**config.mk**
```make
export PLATFORM = sky130hd
export DESIGN_NAME = straddling_checkerboard_encoder_flat
export DESIGN_NICKNAME = d
export VERILOG_FILES = /design/src/rtl/sce_pkg.sv /design/src/rtl/sce_char_if.sv /design/src/rtl/sce_digit_if.sv /design/src/rtl/sce_ctrl.sv /design/src/rtl/sce_datapath.sv /design/src/rtl/straddling_checkerboard_encoder.sv /design/src/flat_wrapper.sv
export SDC_FILE = /design/constraint.sdc
export NUM_CORES = 1
export LEC_CHECK = 0
export ABC_AREA = 1
export BUFFER_PORTS_ARGS = -buffer_cell sky130_fd_sc_hd__clkbuf_2
export CORE_MARGIN = 2
export CORE_UTILIZATION = 30
export CTS_CLUSTER_DIAMETER = 120
export DETAILED_ROUTE_END_ITERATION = 12
export MAX_ROUTING_LAYER = met4
export SLEW_MARGIN = 40
export SYNTH_ARGS = -nofsm -noshare
export SYNTH_HDL_FRONTEND = slang
export SYNTH_SLANG_ARGS = --single-unit
export TNS_END_PERCENT = 10
```
**constraint.sdc**
```tcl
create_clock -name clk -period 5.1 [get_ports clk]
set_input_delay 0.765 -clock clk [delete_from_list [all_inputs] [get_ports clk]]
set_output_delay 0.765 -clock clk [all_outputs]
set_load 0.05 [all_outputs]
```
**src/rtl/sce_pkg.sv**
```systemverilog
`timescale 1ns / 1ps

package sce_pkg;

    localparam int NUM_SYMS        = 28;
    localparam int SYM_W           = 5;
    localparam int CODE_W          = 7;
    localparam int DIGIT_W         = 4;
    localparam int CHAR_W          = 8;
    localparam int NUM_KEY_REGS    = 6;
    localparam int KEY_IDX_W       = 3;
    // key length, capped at the number of key registers
    localparam int KEY_LEN_RAW     = 6;
    localparam int KEY_LEN         = (KEY_LEN_RAW < 1) ? 1 :
                                     (KEY_LEN_RAW > NUM_KEY_REGS) ? NUM_KEY_REGS :
                                     KEY_LEN_RAW;
    localparam int FIRST_PAIR_CODE = 80;

    typedef logic [SYM_W-1:0]   sym_t;
    typedef logic [CODE_W-1:0]  code_t;
    typedef logic [DIGIT_W-1:0] digit_t;
    typedef logic [CHAR_W-1:0]  char_t;
    typedef logic [KEY_IDX_W-1:0] key_idx_t;

    typedef enum logic [1:0] {
        ERR_OK     = 2'd0,
        ERR_SYMBOL = 2'd1,
        ERR_KEY    = 2'd2
    } err_t;

    localparam sym_t KEY_RESET [NUM_KEY_REGS] = '{
        SYM_W'(18), SYM_W'(14), SYM_W'(12), SYM_W'(1), SYM_W'(17), SYM_W'(4)
    };

    typedef struct packed {
        logic has;
        digit_t code;
    } single_t;

    // one-digit codes of E,T,A,O,N,R,I,S
    function automatic single_t single_code(sym_t s);
        single_t r;
        r = '{has: 1'b1, code: '0};
        unique case (s)
            SYM_W'(4):  r.code = DIGIT_W'(0);
            SYM_W'(19): r.code = DIGIT_W'(1);
            SYM_W'(0):  r.code = DIGIT_W'(2);
            SYM_W'(14): r.code = DIGIT_W'(3);
            SYM_W'(13): r.code = DIGIT_W'(4);
            SYM_W'(17): r.code = DIGIT_W'(5);
            SYM_W'(8):  r.code = DIGIT_W'(6);
            SYM_W'(18): r.code = DIGIT_W'(7);
            default:    r.has  = 1'b0;
        endcase
        return r;
    endfunction

    typedef struct packed {
        logic latch_char;
        logic build_start;
        logic scan_step;
        logic col_step;
        logic mark_ready;
        logic load_res;
        logic use_input;
        logic sel_second;
    } sce_cmd_t;

    typedef struct packed {
        logic table_ready;
        logic key_ok;
        logic scan_done;
        logic cols_done;
        logic res_two;
    } sce_status_t;

endpackage

```
**src/rtl/sce_char_if.sv**
```systemverilog
`timescale 1ns / 1ps

interface sce_char_if;
    logic                   valid;
    logic                   ready;
    logic [7:0]             in_char;

    modport source (output valid, output in_char, input ready);
    modport sink (input valid, input in_char, output ready);
endinterface

```
**src/rtl/sce_digit_if.sv**
```systemverilog
`timescale 1ns / 1ps

interface sce_digit_if;
    logic       valid;
    logic       ready;
    logic [3:0] out_digit;
    logic       last_digit;
    logic [1:0] error_code;

    modport source (output valid, output out_digit, output last_digit, output error_code,
                    input ready);
    modport sink (input valid, input out_digit, input last_digit, input error_code,
                  output ready);
endinterface

```
**src/rtl/sce_ctrl.sv**
```systemverilog
`timescale 1ns / 1ps

module sce_ctrl (
    input  logic                 clk,
    input  logic                 rst_n,
    input  logic                 in_valid,
    output logic                 in_ready,
    output logic                 out_valid,
    input  logic                 out_ready,
    input  sce_pkg::sce_status_t status,
    output sce_pkg::sce_cmd_t    cmd
);
    import sce_pkg::*;

    typedef enum logic [2:0] {
        S_IDLE,
        S_SCAN,
        S_COLS,
        S_LOAD,
        S_OUT1,
        S_OUT2
    } state_t;

    state_t state_reg, state_next;
    logic   in_ready_reg, in_ready_next;
    logic   out_valid_reg, out_valid_next;
    logic   in_fire, out_fire;

    assign in_fire  = in_valid && in_ready_reg;
    assign out_fire = out_valid_reg && out_ready;
    assign in_ready  = in_ready_reg;
    assign out_valid = out_valid_reg;

    always_comb
    begin
        state_next     = state_reg;
        in_ready_next  = in_ready_reg;
        out_valid_next = out_valid_reg;
        cmd            = '0;
        cmd.sel_second = (state_reg == S_OUT2);
        unique case (state_reg)
            S_IDLE:
            begin
                if (in_fire)
                begin
                    cmd.latch_char = 1'b1;
                    in_ready_next  = 1'b0;
                    if (status.table_ready)
                    begin
                        cmd.load_res   = 1'b1;
                        cmd.use_input  = 1'b1;
                        out_valid_next = 1'b1;
                        state_next     = S_OUT1;
                    end
                    else
                    begin
                        cmd.build_start = 1'b1;
                        if (status.key_ok)
                        begin
                            state_next = S_SCAN;
                        end
                        else
                        begin
                            // bad key: no table to build
                            cmd.mark_ready = 1'b1;
                            state_next     = S_LOAD;
                        end
                    end
                end
            end
            S_SCAN:
            begin
                cmd.scan_step = 1'b1;
                if (status.scan_done)
                begin
                    state_next = S_COLS;
                end
            end
            S_COLS:
            begin
                cmd.col_step = 1'b1;
                if (status.cols_done)
                begin
                    cmd.mark_ready = 1'b1;
                    state_next     = S_LOAD;
                end
            end
            S_LOAD:
            begin
                cmd.load_res   = 1'b1;
                out_valid_next = 1'b1;
                state_next     = S_OUT1;
            end
            S_OUT1:
            begin
                if (out_fire)
                begin
                    if (status.res_two)
                    begin
                        state_next = S_OUT2;
                    end
                    else
                    begin
                        out_valid_next = 1'b0;
                        in_ready_next  = 1'b1;
                        state_next     = S_IDLE;
                    end
                end
            end
            S_OUT2:
            begin
                if (out_fire)
                begin
                    out_valid_next = 1'b0;
                    in_ready_next  = 1'b1;
                    state_next     = S_IDLE;
                end
            end
            default:
            begin
                state_next = S_IDLE;
            end
        endcase
    end

    always_ff @(posedge clk or negedge rst_n)
    begin
        if (!rst_n)
        begin
            state_reg     <= S_IDLE;
            in_ready_reg  <= 1'b1;
            out_valid_reg <= 1'b0;
        end
        else
        begin
            state_reg     <= state_next;
            in_ready_reg  <= in_ready_next;
            out_valid_reg <= out_valid_next;
        end
    end

endmodule

```
**src/rtl/sce_datapath.sv**
```systemverilog
`timescale 1ns / 1ps

module sce_datapath (
    input  logic                 clk,
    input  logic                 rst_n,
    input  logic                 cfg_we,
    input  logic [2:0]           cfg_index,
    input  logic [4:0]           cfg_data,
    input  logic [7:0]           in_char,
    input  sce_pkg::sce_cmd_t    cmd,
    output sce_pkg::sce_status_t status,
    output logic [3:0]           out_digit,
    output logic                 last_digit,
    output logic [1:0]           error_code
);
    import sce_pkg::*;

    localparam int POS_SUM_W = SYM_W + 1;

    sym_t   key_reg [NUM_KEY_REGS];
    logic   table_ready_reg;
    logic   key_valid_reg;
    char_t  char_reg;

    // column-read matrix, positions below KEY_LEN come straight from the key
    sym_t   mat_reg [NUM_SYMS];
    code_t  code_table [NUM_SYMS];

    sym_t     scan_reg;
    sym_t     mat_n_reg;
    key_idx_t col_reg;
    sym_t     pos_reg;
    code_t    next_code_reg;

    digit_t res0_digit_reg;
    logic   res0_last_reg;
    err_t   res0_err_reg;
    digit_t res1_digit_reg;
    logic   res_two_reg;

    logic   key_ok;
    logic   scan_used;
    sym_t   col_sym;
    logic [POS_SUM_W-1:0] pos_sum;

    // key legality: in range and no repeats
    always_comb
    begin
        key_ok = 1'b1;
        for (int j = 0; j < KEY_LEN; j++)
        begin
            if (key_reg[j] >= SYM_W'(NUM_SYMS))
            begin
                key_ok = 1'b0;
            end
            for (int k = j + 1; k < KEY_LEN; k++)
            begin
                if (key_reg[j] == key_reg[k])
                begin
                    key_ok = 1'b0;
                end
            end
        end
    end

    always_comb
    begin
        scan_used = 1'b0;
        for (int j = 0; j < KEY_LEN; j++)
        begin
            if (key_reg[j] == scan_reg)
            begin
                scan_used = 1'b1;
            end
        end
    end

    assign col_sym = (pos_reg < SYM_W'(KEY_LEN)) ? key_reg[pos_reg[KEY_IDX_W-1:0]]
                                                  : mat_reg[pos_reg];
    assign pos_sum = POS_SUM_W'(pos_reg) + POS_SUM_W'(KEY_LEN);

    assign status.table_ready = table_ready_reg;
    assign status.key_ok      = key_ok;
    assign status.scan_done   = (scan_reg == SYM_W'(NUM_SYMS - 1));
    assign status.cols_done   = (col_reg == KEY_IDX_W'(KEY_LEN - 1)) &&
                                (pos_sum >= POS_SUM_W'(NUM_SYMS));
    assign status.res_two     = res_two_reg;

    // result lookup
    char_t   char_sel;
    logic    sym_ok;
    sym_t    sym;
    single_t sc;
    code_t   tcode;
    code_t   pair_off;
    logic    pair_hi;
    digit_t  r0_digit;
    logic    r0_last;
    err_t    r0_err;
    digit_t  r1_digit;
    logic    r_two;

    always_comb
    begin
        char_sel = cmd.use_input ? in_char : char_reg;
        sym_ok   = 1'b1;
        sym      = '0;
        if (char_sel >= "A" && char_sel <= "Z")
        begin
            sym = SYM_W'(char_sel - "A");
        end
        else if (char_sel == ".")
        begin
            sym = SYM_W'(26);
        end
        else if (char_sel == "/")
        begin
            sym = SYM_W'(27);
        end
        else
        begin
            sym_ok = 1'b0;
        end
        sc       = single_code(sym);
        tcode    = code_table[sym];
        pair_off = tcode - CODE_W'(FIRST_PAIR_CODE);
        pair_hi  = (pair_off >= CODE_W'(10));

        r0_digit = '0;
        r0_last  = 1'b1;
        r0_err   = ERR_OK;
        r1_digit = '0;
        r_two    = 1'b0;
        if (!key_valid_reg)
        begin
            r0_err = ERR_KEY;
        end
        else if (char_sel >= "0" && char_sel <= "9")
        begin
            r0_digit = DIGIT_W'(char_sel - "0");
            r1_digit = DIGIT_W'(char_sel - "0");
            r0_last  = 1'b0;
            r_two    = 1'b1;
        end
        else if (!sym_ok)
        begin
            r0_err = ERR_SYMBOL;
        end
        else if (sc.has)
        begin
            r0_digit = sc.code;
        end
        else
        begin
            // two-digit codes run 80..99
            r0_digit = pair_hi ? DIGIT_W'(9) : DIGIT_W'(8);
            r1_digit = pair_hi ? DIGIT_W'(pair_off - CODE_W'(10)) : DIGIT_W'(pair_off);
            r0_last  = 1'b0;
            r_two    = 1'b1;
        end
    end

    assign out_digit  = cmd.sel_second ? res1_digit_reg : res0_digit_reg;
    assign last_digit = cmd.sel_second ? 1'b1 : res0_last_reg;
    assign error_code = cmd.sel_second ? ERR_OK : res0_err_reg;

    always_ff @(posedge clk or negedge rst_n)
    begin
        if (!rst_n)
        begin
            for (int j = 0; j < NUM_KEY_REGS; j++)
            begin
                key_reg[j] <= KEY_RESET[j];
            end
            table_ready_reg <= 1'b0;
            key_valid_reg   <= 1'b0;
        end
        else
        begin
            if (cfg_we && (cfg_index < KEY_IDX_W'(NUM_KEY_REGS)))
            begin
                key_reg[cfg_index] <= cfg_data;
                table_ready_reg    <= 1'b0;
            end
            if (cmd.mark_ready)
            begin
                table_ready_reg <= 1'b1;
                key_valid_reg   <= key_ok;
            end
        end
    end

    always_ff @(posedge clk)
    begin
        if (cmd.latch_char)
        begin
            char_reg <= in_char;
        end
        if (cmd.build_start)
        begin
            scan_reg      <= '0;
            mat_n_reg     <= SYM_W'(KEY_LEN);
            col_reg       <= '0;
            pos_reg       <= '0;
            next_code_reg <= CODE_W'(FIRST_PAIR_CODE);
        end
        if (cmd.scan_step)
        begin
            scan_reg <= scan_reg + SYM_W'(1);
            if (!scan_used)
            begin
                mat_reg[mat_n_reg] <= scan_reg;
                mat_n_reg          <= mat_n_reg + SYM_W'(1);
            end
        end
        if (cmd.col_step)
        begin
            if (!single_code(col_sym).has)
            begin
                code_table[col_sym] <= next_code_reg;
                next_code_reg       <= next_code_reg + CODE_W'(1);
            end
            if (pos_sum < POS_SUM_W'(NUM_SYMS))
            begin
                pos_reg <= pos_sum[SYM_W-1:0];
            end
            else
            begin
                col_reg <= col_reg + KEY_IDX_W'(1);
                pos_reg <= SYM_W'(col_reg) + SYM_W'(1);
            end
        end
        if (cmd.load_res)
        begin
            res0_digit_reg <= r0_digit;
            res0_last_reg  <= r0_last;
            res0_err_reg   <= r0_err;
            res1_digit_reg <= r1_digit;
            res_two_reg    <= r_two;
        end
    end

endmodule

```
**src/rtl/straddling_checkerboard_encoder.sv**
```systemverilog
`timescale 1ns / 1ps

// straddling checkerboard encoder, ascii characters in, decimal digits out
// char_ch: one character per word; digit_ch: one digit per word, with a
// last flag on the final digit of a character and an error code
// key registers 0..5 are written through cfg_we / cfg_index / cfg_data;
// the user is to write them only while the block is idle, which the
// block itself does not enforce; a write to index 6 or 7 is dropped
// the first character after reset or after a key write triggers a table
// build: the alphabet is scanned into the matrix, then the matrix is read
// by columns into the code table (both skipped for a bad key)
// with the table built, the first digit is valid the cycle after accept;
// the controller hands the words of a character one at a time through
// the result register; a stalled receiver holds the current word; no new
// character is taken until the last word of the current one is accepted
// reset restores the key to its default and marks the table stale

module straddling_checkerboard_encoder (
    input  logic        clk,
    input  logic        rst_n,
    input  logic        cfg_we,
    input  logic [2:0]  cfg_index,
    input  logic [4:0]  cfg_data,
    sce_char_if.sink    char_ch,
    sce_digit_if.source digit_ch
);
    import sce_pkg::*;

    sce_cmd_t    cmd;
    sce_status_t status;

    sce_ctrl u_ctrl (
        .clk       (clk),
        .rst_n     (rst_n),
        .in_valid  (char_ch.valid),
        .in_ready  (char_ch.ready),
        .out_valid (digit_ch.valid),
        .out_ready (digit_ch.ready),
        .status    (status),
        .cmd       (cmd)
    );

    sce_datapath u_datapath (
        .clk        (clk),
        .rst_n      (rst_n),
        .cfg_we     (cfg_we),
        .cfg_index  (cfg_index),
        .cfg_data   (cfg_data),
        .in_char    (char_ch.in_char),
        .cmd        (cmd),
        .status     (status),
        .out_digit  (digit_ch.out_digit),
        .last_digit (digit_ch.last_digit),
        .error_code (digit_ch.error_code)
    );

endmodule
```
**src/flat_wrapper.sv**
```systemverilog
// flat-port wrapper written by rule: the top's interface ports become plain ports
module straddling_checkerboard_encoder_flat import sce_pkg::*;
  (clk, rst_n, cfg_we, cfg_index, cfg_data, char_ch_valid, char_ch_in_char, char_ch_ready, digit_ch_valid, digit_ch_out_digit, digit_ch_last_digit, digit_ch_error_code, digit_ch_ready);
  sce_char_if char_ch_i ();
  sce_digit_if digit_ch_i ();
  input  logic clk;
  input  logic rst_n;
  input  logic cfg_we;
  input  logic [2:0] cfg_index;
  input  logic [4:0] cfg_data;
  input wire logic [$bits(char_ch_i.valid)-1:0] char_ch_valid;
  input wire logic [$bits(char_ch_i.in_char)-1:0] char_ch_in_char;
  output wire logic [$bits(char_ch_i.ready)-1:0] char_ch_ready;
  output wire logic [$bits(digit_ch_i.valid)-1:0] digit_ch_valid;
  output wire logic [$bits(digit_ch_i.out_digit)-1:0] digit_ch_out_digit;
  output wire logic [$bits(digit_ch_i.last_digit)-1:0] digit_ch_last_digit;
  output wire logic [$bits(digit_ch_i.error_code)-1:0] digit_ch_error_code;
  input wire logic [$bits(digit_ch_i.ready)-1:0] digit_ch_ready;
  assign char_ch_i.valid = char_ch_valid;
  assign char_ch_i.in_char = char_ch_in_char;
  assign char_ch_ready = char_ch_i.ready;
  assign digit_ch_valid = digit_ch_i.valid;
  assign digit_ch_out_digit = digit_ch_i.out_digit;
  assign digit_ch_last_digit = digit_ch_i.last_digit;
  assign digit_ch_error_code = digit_ch_i.error_code;
  assign digit_ch_i.ready = digit_ch_ready;
  straddling_checkerboard_encoder u_core (.clk(clk), .rst_n(rst_n), .cfg_we(cfg_we), .cfg_index(cfg_index), .cfg_data(cfg_data), .char_ch(char_ch_i), .digit_ch(digit_ch_i));
endmodule
```
==> results.py, run 1 <==
metrics = {
    "cts": {
        "numCtsBuffers": 43,
        "cts.path.max_buffers": 3,
        "ctsResizeCount": 0,
        "cts_sinks": 423,
        "cts_hold_buf": 0,
        "htreeDepth": 2,
        "root_buffer": "clkbuf_16",
        "postCtsSetupBuffers": 0,
    },
    "status": {
        "status": "stopped before the end",
        "error_line": "[ERROR DRT-0255] Maze Route cannot find path of net clk in worker of routeBox ( 241500 48300 ) ( 262840 96600 ).",
        "haltStage": "detailed routing (5_2_route)",
    },
    "die": {
        "start_util_pct": 30.4,
        "num_rows": 94,
        "die_y_um": 263,
        "io_pins": 30,
        "die_w_um": 263,
    },
    "synthesis": {
        "yosys.area_share.xor_xnor_pct": 2.00,
        "synth_compound_area_share_pct": 10.4,
        "synth_cells": 2025,
        "synth_top_family_by_area": "simple AND/OR/NAND/NOR gates",
        "synth.area.top_cells": "edfxtp_1 55%, nand2_1 11%, o21ai_0 3.7%",
        "synthFlopType": "edfxtp_1",
        "syn_area_per_cell_um2": 9.93,
        "synth_commonest_cells": "579 x nand2_1, 366 x edfxtp_1, 194 x nor2_1",
        "synth_area_um2": 20100,
        "synth_top_area_share_pct": 54.7,
        "ys_ff_latch": 423,
        "synth_adder_area_share_pct": 1.12,
        "synth-seq-area-share_pct": 61.4,
        "muxShareOfSynthArea_pct": 0.224,
        "yosysMostFrequentCell": "nand2_1",
        "async_reset_ff_share_pct": 8.75,
        "yosysUniqueCellTypes": 63,
        "synth_edf_count": 366,
        "synthSimpleGateAreaFrac_pct": 19.5,
        "netlist.top_cell.by_area": "edfxtp_1",
        "yosys_warnings": 0,
    },
    "global_route": {
        "overflow": 0,
        "grt_pass1_wl_um": 82300,
        "antenna_found_initial": 0,
        "grt_max_degree": 72,
        "grt_usage_pct": 15.5,
        "grt_pass1_vias": 14400,
    },
    "place": {
        "placed_cell_area_um2": 21400,
        "place.gp.congestion": 0.923,
        "dp_hpwl_um": 34500,
        "io_buffers": 29,
    },
}
## metrics by stage
step                cells  utilization, %  worst slack, ps
floorplan            2080               -              681
global placement     2912            32.3              331
detailed placement   2912            32.3              312
CTS                  2991            34.3              512
global route         2992            34.3             38.3
## cell families after synthesis
family,after synthesis
flops,423
fa+ha+maj,18
mux,4
other cells,1
xor+xnor,46
compound gates,336
simple gates,940
buf+inv,257
## per-layer routing
layer / GRT usage, %
met4: 4.14
met3: 2.75
met1: 21.0
met2: 23.8
met5: -
==> inputs of run 2 (changes only) <==
- CORE_UTILIZATION: 30 -> 20
- CTS_CLUSTER_DIAMETER: 120 -> not set
- MAX_ROUTING_LAYER: met4 -> not set
- PLACE_DENSITY_LB_ADDON: not set -> 0.15
==> results.py, run 2 <==
metrics = {
    "synthesis": {
        "synth_commonest_cells": "579 x nand2_1, 366 x edfxtp_1, 194 x nor2_1",
        "synth-seq-area-share_pct": 61.4,
        "synth.area.top_cells": "edfxtp_1 55%, nand2_1 11%, o21ai_0 3.7%",
        "syn_area_per_cell_um2": 9.93,
        "synth_cells": 2025,
        "synth_area_um2": 20100,
        "yosys_warnings": 0,
        "synth_top_area_share_pct": 54.7,
        "netlist.top_cell.by_area": "edfxtp_1",
        "yosysMostFrequentCell": "nand2_1",
        "synth_edf_count": 366,
        "async_reset_ff_share_pct": 8.75,
        "ys_ff_latch": 423,
        "yosysUniqueCellTypes": 63,
        "synthFlopType": "edfxtp_1",
    },
    "cts": {
        "cts_sinks": 423,
        "cts.path.max_buffers": 3,
        "cts_tree": "built",
        "numCtsBuffers": 48,
        "cts_hold_buf": 0,
        "ctsResizeCount": 0,
        "cts.clk_slew.worst_paths_ps": 60,
        "postCtsSetupBuffers": 0,
        "root_buffer": "clkbuf_16",
        "htreeDepth": 2,
        "insertion_delay_ps": 630,
    },
    "setup_path": {
        "critPathSlowestCell": "o22ai_1",
        "crit_chain": "inv_2 -> buf_12 -> o21ai_0 -> o221ai_1 -> nand3_1 -> nand2_1 -> nand2_1 -> nand2_1 -> o22ai_1 -> inv_1 -> nand2_1 -> o21ai_0 -> nand2_1 -> nand2_1 -> nor2_1 -> inv_1 -> nor2_1 -> nand3_1 -> inv_1",
        "slowest_delay_ps": 550,
        "crit_top_cell": "nand2_1",
        "path_max_fanout": 25,
        "crit_required_ps": 5340,
        "cp.arrival_ps": 4840,
        "critPathKind": "reg -> reg",
        "cp-start-kind": "register",
        "cp-end-kind": "register",
    },
    "die": {
        "dieArea_um2": 103000,
        "io_pins": 30,
        "core_um2": 99900,
        "num_rows": 116,
        "die_y_um": 321,
        "die_w_um": 321,
        "start_util_pct": 20.1,
    },
    "detailed_routing": {
        "wire_per_inst_um": 18.0,
        "drtAntennaViolNets": 0,
        "topRoutingLayerUsed": "met4",
        "vias": 14700,
        "drt-pass1-iter-count": 7,
        "drcViolationCount": 0,
        "initialDrtViolationCount": 1251,
        "met3_length_um": 2550,
        "post_drt_via_cell_ratio": 4.25,
        "drt_wl_total_um": 62000,
        "met2_length_um": 28300,
        "wl_met1_um": 29800,
    },
    "finish": {
        "mostFrequentLayoutCells": "579 x nand2_1, 366 x edfxtp_1, 190 x nor2_1",
        "area_delta_synth_final_pct": 17.9,
        "final_common_cell": "nand2_1",
        "layoutNonFillerInstCount": 3454,
        "nFillCells": 10800,
        "largest_reg_flops": 196,
        "seq_area_um2": 12300,
        "multi_input_area_um2": 6900,
        "final_nets": 2154,
        "drive_above_1_share_pct": 10.9,
    },
    "timing": {
        "maxSlewHeadroom_pct": 48.4,
        "final.period_utilization_pct": 90.2,
        "whs_ps": 131,
        "clock.fmax_mhz": 217,
        "fin_crit_ps": 4600,
        "setup_viol": 0,
        "fin_tns_setup_ps": 0,
        "skew_ps": 31.8,
        "rsz0062_at_grt": "false",
        "slew_viol_final": 0,
        "hold_viol_final": 0,
        "worst_slack_ps": 500,
        "worst_pin_slew_ps": 774,
    },
    "global_route": {
        "grt_max_degree": 71,
        "grt_pass1_wl_um": 94500,
        "grt_usage_pct": 12.0,
        "antenna_found_initial": 0,
        "overflow": 0,
        "grt_pass1_vias": 14900,
    },
    "run": {
        "max_cap_violations": 0,
    },
    "pwr": {
        "power.total_w": 0.00793,
        "ir_worst_vdd_mv": 0.225,
        "p_per_area_nw_per_um2": 334,
        "power_leakage_nw": 8.50,
    },
    "place": {
        "io_buffers": 29,
        "pre_cts_slack_ps": 188,
        "dp_hpwl_um": 41300,
        "place.gp.congestion": 0.845,
        "place_inst": 3363,
    },
    "status": {
        "status": "finished clean",
    },
    "hold_path": {
        "hp-class": "in -> async",
    },
}
==> run 2: cell counts after synthesis <==
No cell type changed its count.
==> run 2: cell families (layout without fill, tap and decap cells) <==
kind of cell / Yosys count / after routing / share of synthesized area (%)
and+or+nand+nor: 940 / 940 / 19.5
DFF: 423 / 423 / 61.4
AOI/OAI and AO/OA: 336 / 336 / 10.4
buffers and inverters: 257 / 332 / 5.41
xor gates and xnor gates: 46 / 46 / 2.00
adders and majority gates: 18 / 18 / 1.12
muxes: 4 / 4 / 0.224
other: 1 / 57 / 0.0187
==> run 2: where the power goes <==
part	switching, W	internal (W)
registers	0.000185	0.00378
clock network	0.00153	0.00202
logic	0.000234	0.000177
total	0.00195	0.00598
==> run 2: through the flow <==
| step | utilization (%) | area [um^2] |
|---|---|---|
| floorplan | - | 20300 |
| global placement | 22.1 | 22100 |
| detailed placement | 22.1 | 22100 |
| CTS | 23.7 | 23700 |
| global route | 23.7 | 23700 |
| finish | 23.7 | 23700 |
==> run 2: path summary, 6_finish.rpt <==
| path | from | to | slack, ps | depth (start not counted) |
|---|---|---|---|---|
| max in group asynchronous | rst_n | u_core.u_datapath.key_reg[26]$_DFFE_PN1P_ | 4560 | 1 |
| worst max register to register | register | u_core.u_datapath.code_table[12][0]$_DFFE_PP_ | 500 | 19 |
| min in group clk | char_ch_in_char[5] | u_core.u_datapath.char_reg[5]$_DFFE_PP_ | 330 | 1 |
| worst min register to register | u_core.u_datapath.col_reg[1]$_DFF_P_ | u_core.u_datapath.col_reg[1]$_DFF_P_ | 520 | 2 |
| worst min-delay path | rst_n | u_core.u_ctrl.out_valid$_DFFE_PN0P_ | 130 | 1 |
| worst max-delay path | register | u_core.u_datapath.code_table[12][0]$_DFFE_PP_ | 500 | 19 |
==> run 2: area by class of cell <==
type | instances | share of cell area (%)
diodes | 1 | 0.0106
clock inverters | 25 | 1.07
clock buffers | 65 | 5.67
flip-flops and latches | 423 | 52.0
repair buffers | 81 | 2.69
well taps | 1298 | 6.85
inverters | 161 | 2.56
multi-input cells | 1400 | 29.1
==> run 2: critical path, delay by kind of cell (launching register included) <==
kind / cells / cell delay [ps]
compound gates: 4 / 1010
buf+inv: 5 / 1340
flops: 1 / 350
simple gates: 10 / 1460
==> run 2: routing by layer <==
metal,up-vias,GRT usage [%]
li1,7131,-
met5,-,0
met1,7160,16.5
met2,311,19.6
met4,0,2.83
met3,92,1.79
Note: power is estimated with default switching activity, not from simulation.
==> inputs of run 3 (changes only) <==
- MAX_ROUTING_LAYER: not set -> met4
- PLACE_DENSITY_LB_ADDON: 0.15 -> not set
- clock period: 5.1 -> 3.84 ns (I/O delays scaled with it)
==> results.py, run 3 (synthesis gave the netlist of run 2 again) <==
metrics = {
    "status": {
        "status": "complete, but fails checks",
        "violations": "setup timing",
    },
    "timing": {
        "final.period_utilization_pct": 105,
        "fin_tns_setup_ps": -733,
        "skew_ps": 33.0,
        "fin_crit_ps": 4030,
        "maxSlewHeadroom_pct": 57.6,
        "clock.fmax_mhz": 248,
        "rsz0062_at_grt": "true",
        "setup_viol": 4,
        "worst_pin_slew_ps": 636,
        "slew_viol_final": 0,
        "hold_viol_final": 0,
        "worst_slack_ps": -194,
    },
    "detailed_routing": {
        "initialDrtViolationCount": 1323,
        "vias": 15300,
        "drt-pass1-iter-count": 5,
        "wire_per_inst_um": 15.6,
        "drt_wl_total_um": 56200,
        "post_drt_via_cell_ratio": 4.26,
        "drtAntennaViolNets": 0,
        "drcViolationCount": 0,
    },
    "cts": {
        "root_buffer": "clkbuf_16",
        "numCtsBuffers": 43,
        "cts.clk_slew.worst_paths_ps": 60,
        "htreeDepth": 2,
        "cts_tree": "built",
        "cts_sinks": 423,
        "insertion_delay_ps": 600,
        "cts.path.max_buffers": 3,
    },
    "place": {
        "io_buffers": 29,
        "place.gp.congestion": 0.893,
        "dp_hpwl_um": 38600,
        "pre_cts_slack_ps": -453,
    },
    "global_route": {
        "antenna_found_initial": 1,
        "grt_pass1_wl_um": 87000,
        "grt_pass1_vias": 14900,
        "overflow": 0,
        "grt_usage_pct": 11.0,
        "grt_max_degree": 41,
    },
    "die": {
        "dieArea_um2": 103000,
        "die_w_um": 321,
        "core_um2": 99900,
        "io_pins": 30,
        "start_util_pct": 20.1,
        "num_rows": 116,
        "die_y_um": 321,
    },
    "setup_path": {
        "cp.arrival_ps": 4350,
        "slowest_delay_ps": 620,
        "critPathSlowestCell": "dfstp_4",
        "cp-start-kind": "register",
        "path_max_fanout": 5,
        "crit_top_cell": "nand2_1",
        "critPathKind": "reg -> reg",
        "cp-end-kind": "register",
        "crit_required_ps": 4150,
    },
    "pwr": {
        "power_leakage_nw": 9.28,
        "p_per_area_nw_per_um2": 405,
        "ir_worst_vdd_mv": 0.373,
    },
    "finish": {
        "mostFrequentLayoutCells": "562 x nand2_1, 366 x edfxtp_1, 188 x buf_4",
        "antenna_cells": 0,
        "final_nets": 2308,
        "largest_reg_flops": 196,
        "final_common_cell": "nand2_1",
        "drive_above_1_share_pct": 18.8,
        "area_delta_synth_final_pct": 25.1,
    },
    "run": {
        "max_cap_violations": 0,
    },
    "hold_path": {
        "hp-class": "in -> reg",
    },
}
run 3: cell types whose count changed in the layout (fill, tap and decap cells not counted), moves of 7 or more:
cell / previous run / this run
buf_4: 44 / 188
buf_6: 0 / 7
clkbuf_8: 8 / 0
nand2_1: 579 / 562
nand2_2: 11 / 20
nand2_4: 2 / 10
run 3: layer usage:
layer,global-route usage (%),vias up,wire length (um),share of wire (%)
met1,14.6,7308,25400,45
met3,2.27,95,4450,7.9
met4,3.30,0,1290,2.3
li1,-,7415,-,-
met5,-,-,0,0
met2,16.9,529,25100,45
run 3: worst paths after layout:
path	start	endpoint	slack (ps)	cells past startpoint
worst min-delay path	char_ch_in_char[6]	u_core.u_datapath.char_reg[6]$_DFFE_PP_	200	1
min in group asynchronous	rst_n	u_core.u_datapath.key_reg[20]$_DFFE_PN0P_	410	2
worst max-delay path	u_core.u_ctrl.in_ready$_DFFE_PN1P_	u_core.u_datapath.res1_digit_reg[1]$_SDFFCE_PN0P_	-190	30
worst max register to register	u_core.u_ctrl.in_ready$_DFFE_PN1P_	u_core.u_datapath.res1_digit_reg[1]$_SDFFCE_PN0P_	-190	30
worst min register to register	u_core.u_datapath.col_reg[1]$_DFF_P_	u_core.u_datapath.col_reg[1]$_DFF_P_	520	2
max in group asynchronous	rst_n	u_core.u_ctrl.in_ready$_DFFE_PN1P_	2620	3
run 3: worst max-delay path, delay by kind of cell (launching register included):
| kind | cells | cell delay [ps] |
|---|---|---|
| fa+ha+maj | 1 | 180 |
| compound gates | 3 | 400 |
| flops | 1 | 620 |
| buf+inv | 8 | 1000 |
| simple gates | 18 | 1550 |
run 3: timing repair:
item	4_1_cts	5_1_grt
hold buffers	1	0
gates cloned	2	1
buffers inserted	18	6
hold endpoints to repair	6	0
pin swaps	25	17
resized for setup	35	37
endpoints found under the setup margin	5	62
run 3: per-stage QoR:
stage / cell area [um^2] / power [W] / std cells / hold WS [ps] / util, %
6_report: 25100 / 0.0102 / 3599 / 195 / 25.2
5_1_grt: 25100 / 0.0105 / 3599 / 165 / 25.2
4_1_cts: 24900 / 0.0103 / 3592 / 155 / 25.0
3_5_place_dp: 23200 / 0.00597 / 3494 / 503 / 23.2
3_3_place_gp: 23200 / 0.00597 / 3494 / 497 / 23.2
2_1_floorplan: 20400 / 0.00568 / 2080 / 280 / -
run 3: cell type report:
| type | count | area, um^2 |
|---|---|---|
| Inverter | 161 | 614 |
| Clock buffer | 48 | 1090 |
| Tap cell | 1298 | 1620 |
| Fill cell | 10700 | 74700 |
| Sequential cell | 423 | 12300 |
| Timing Repair Buffer | 240 | 1970 |
| Multi-Input combinational cell | 1400 | 7200 |
| Clock inverter | 29 | 309 |
run 3: power breakdown:
group          internal, W  switching (W)
sequential         0.00502       0.000181
combinational     0.000281       0.000413
clock              0.00241        0.00187
total              0.00772        0.00246
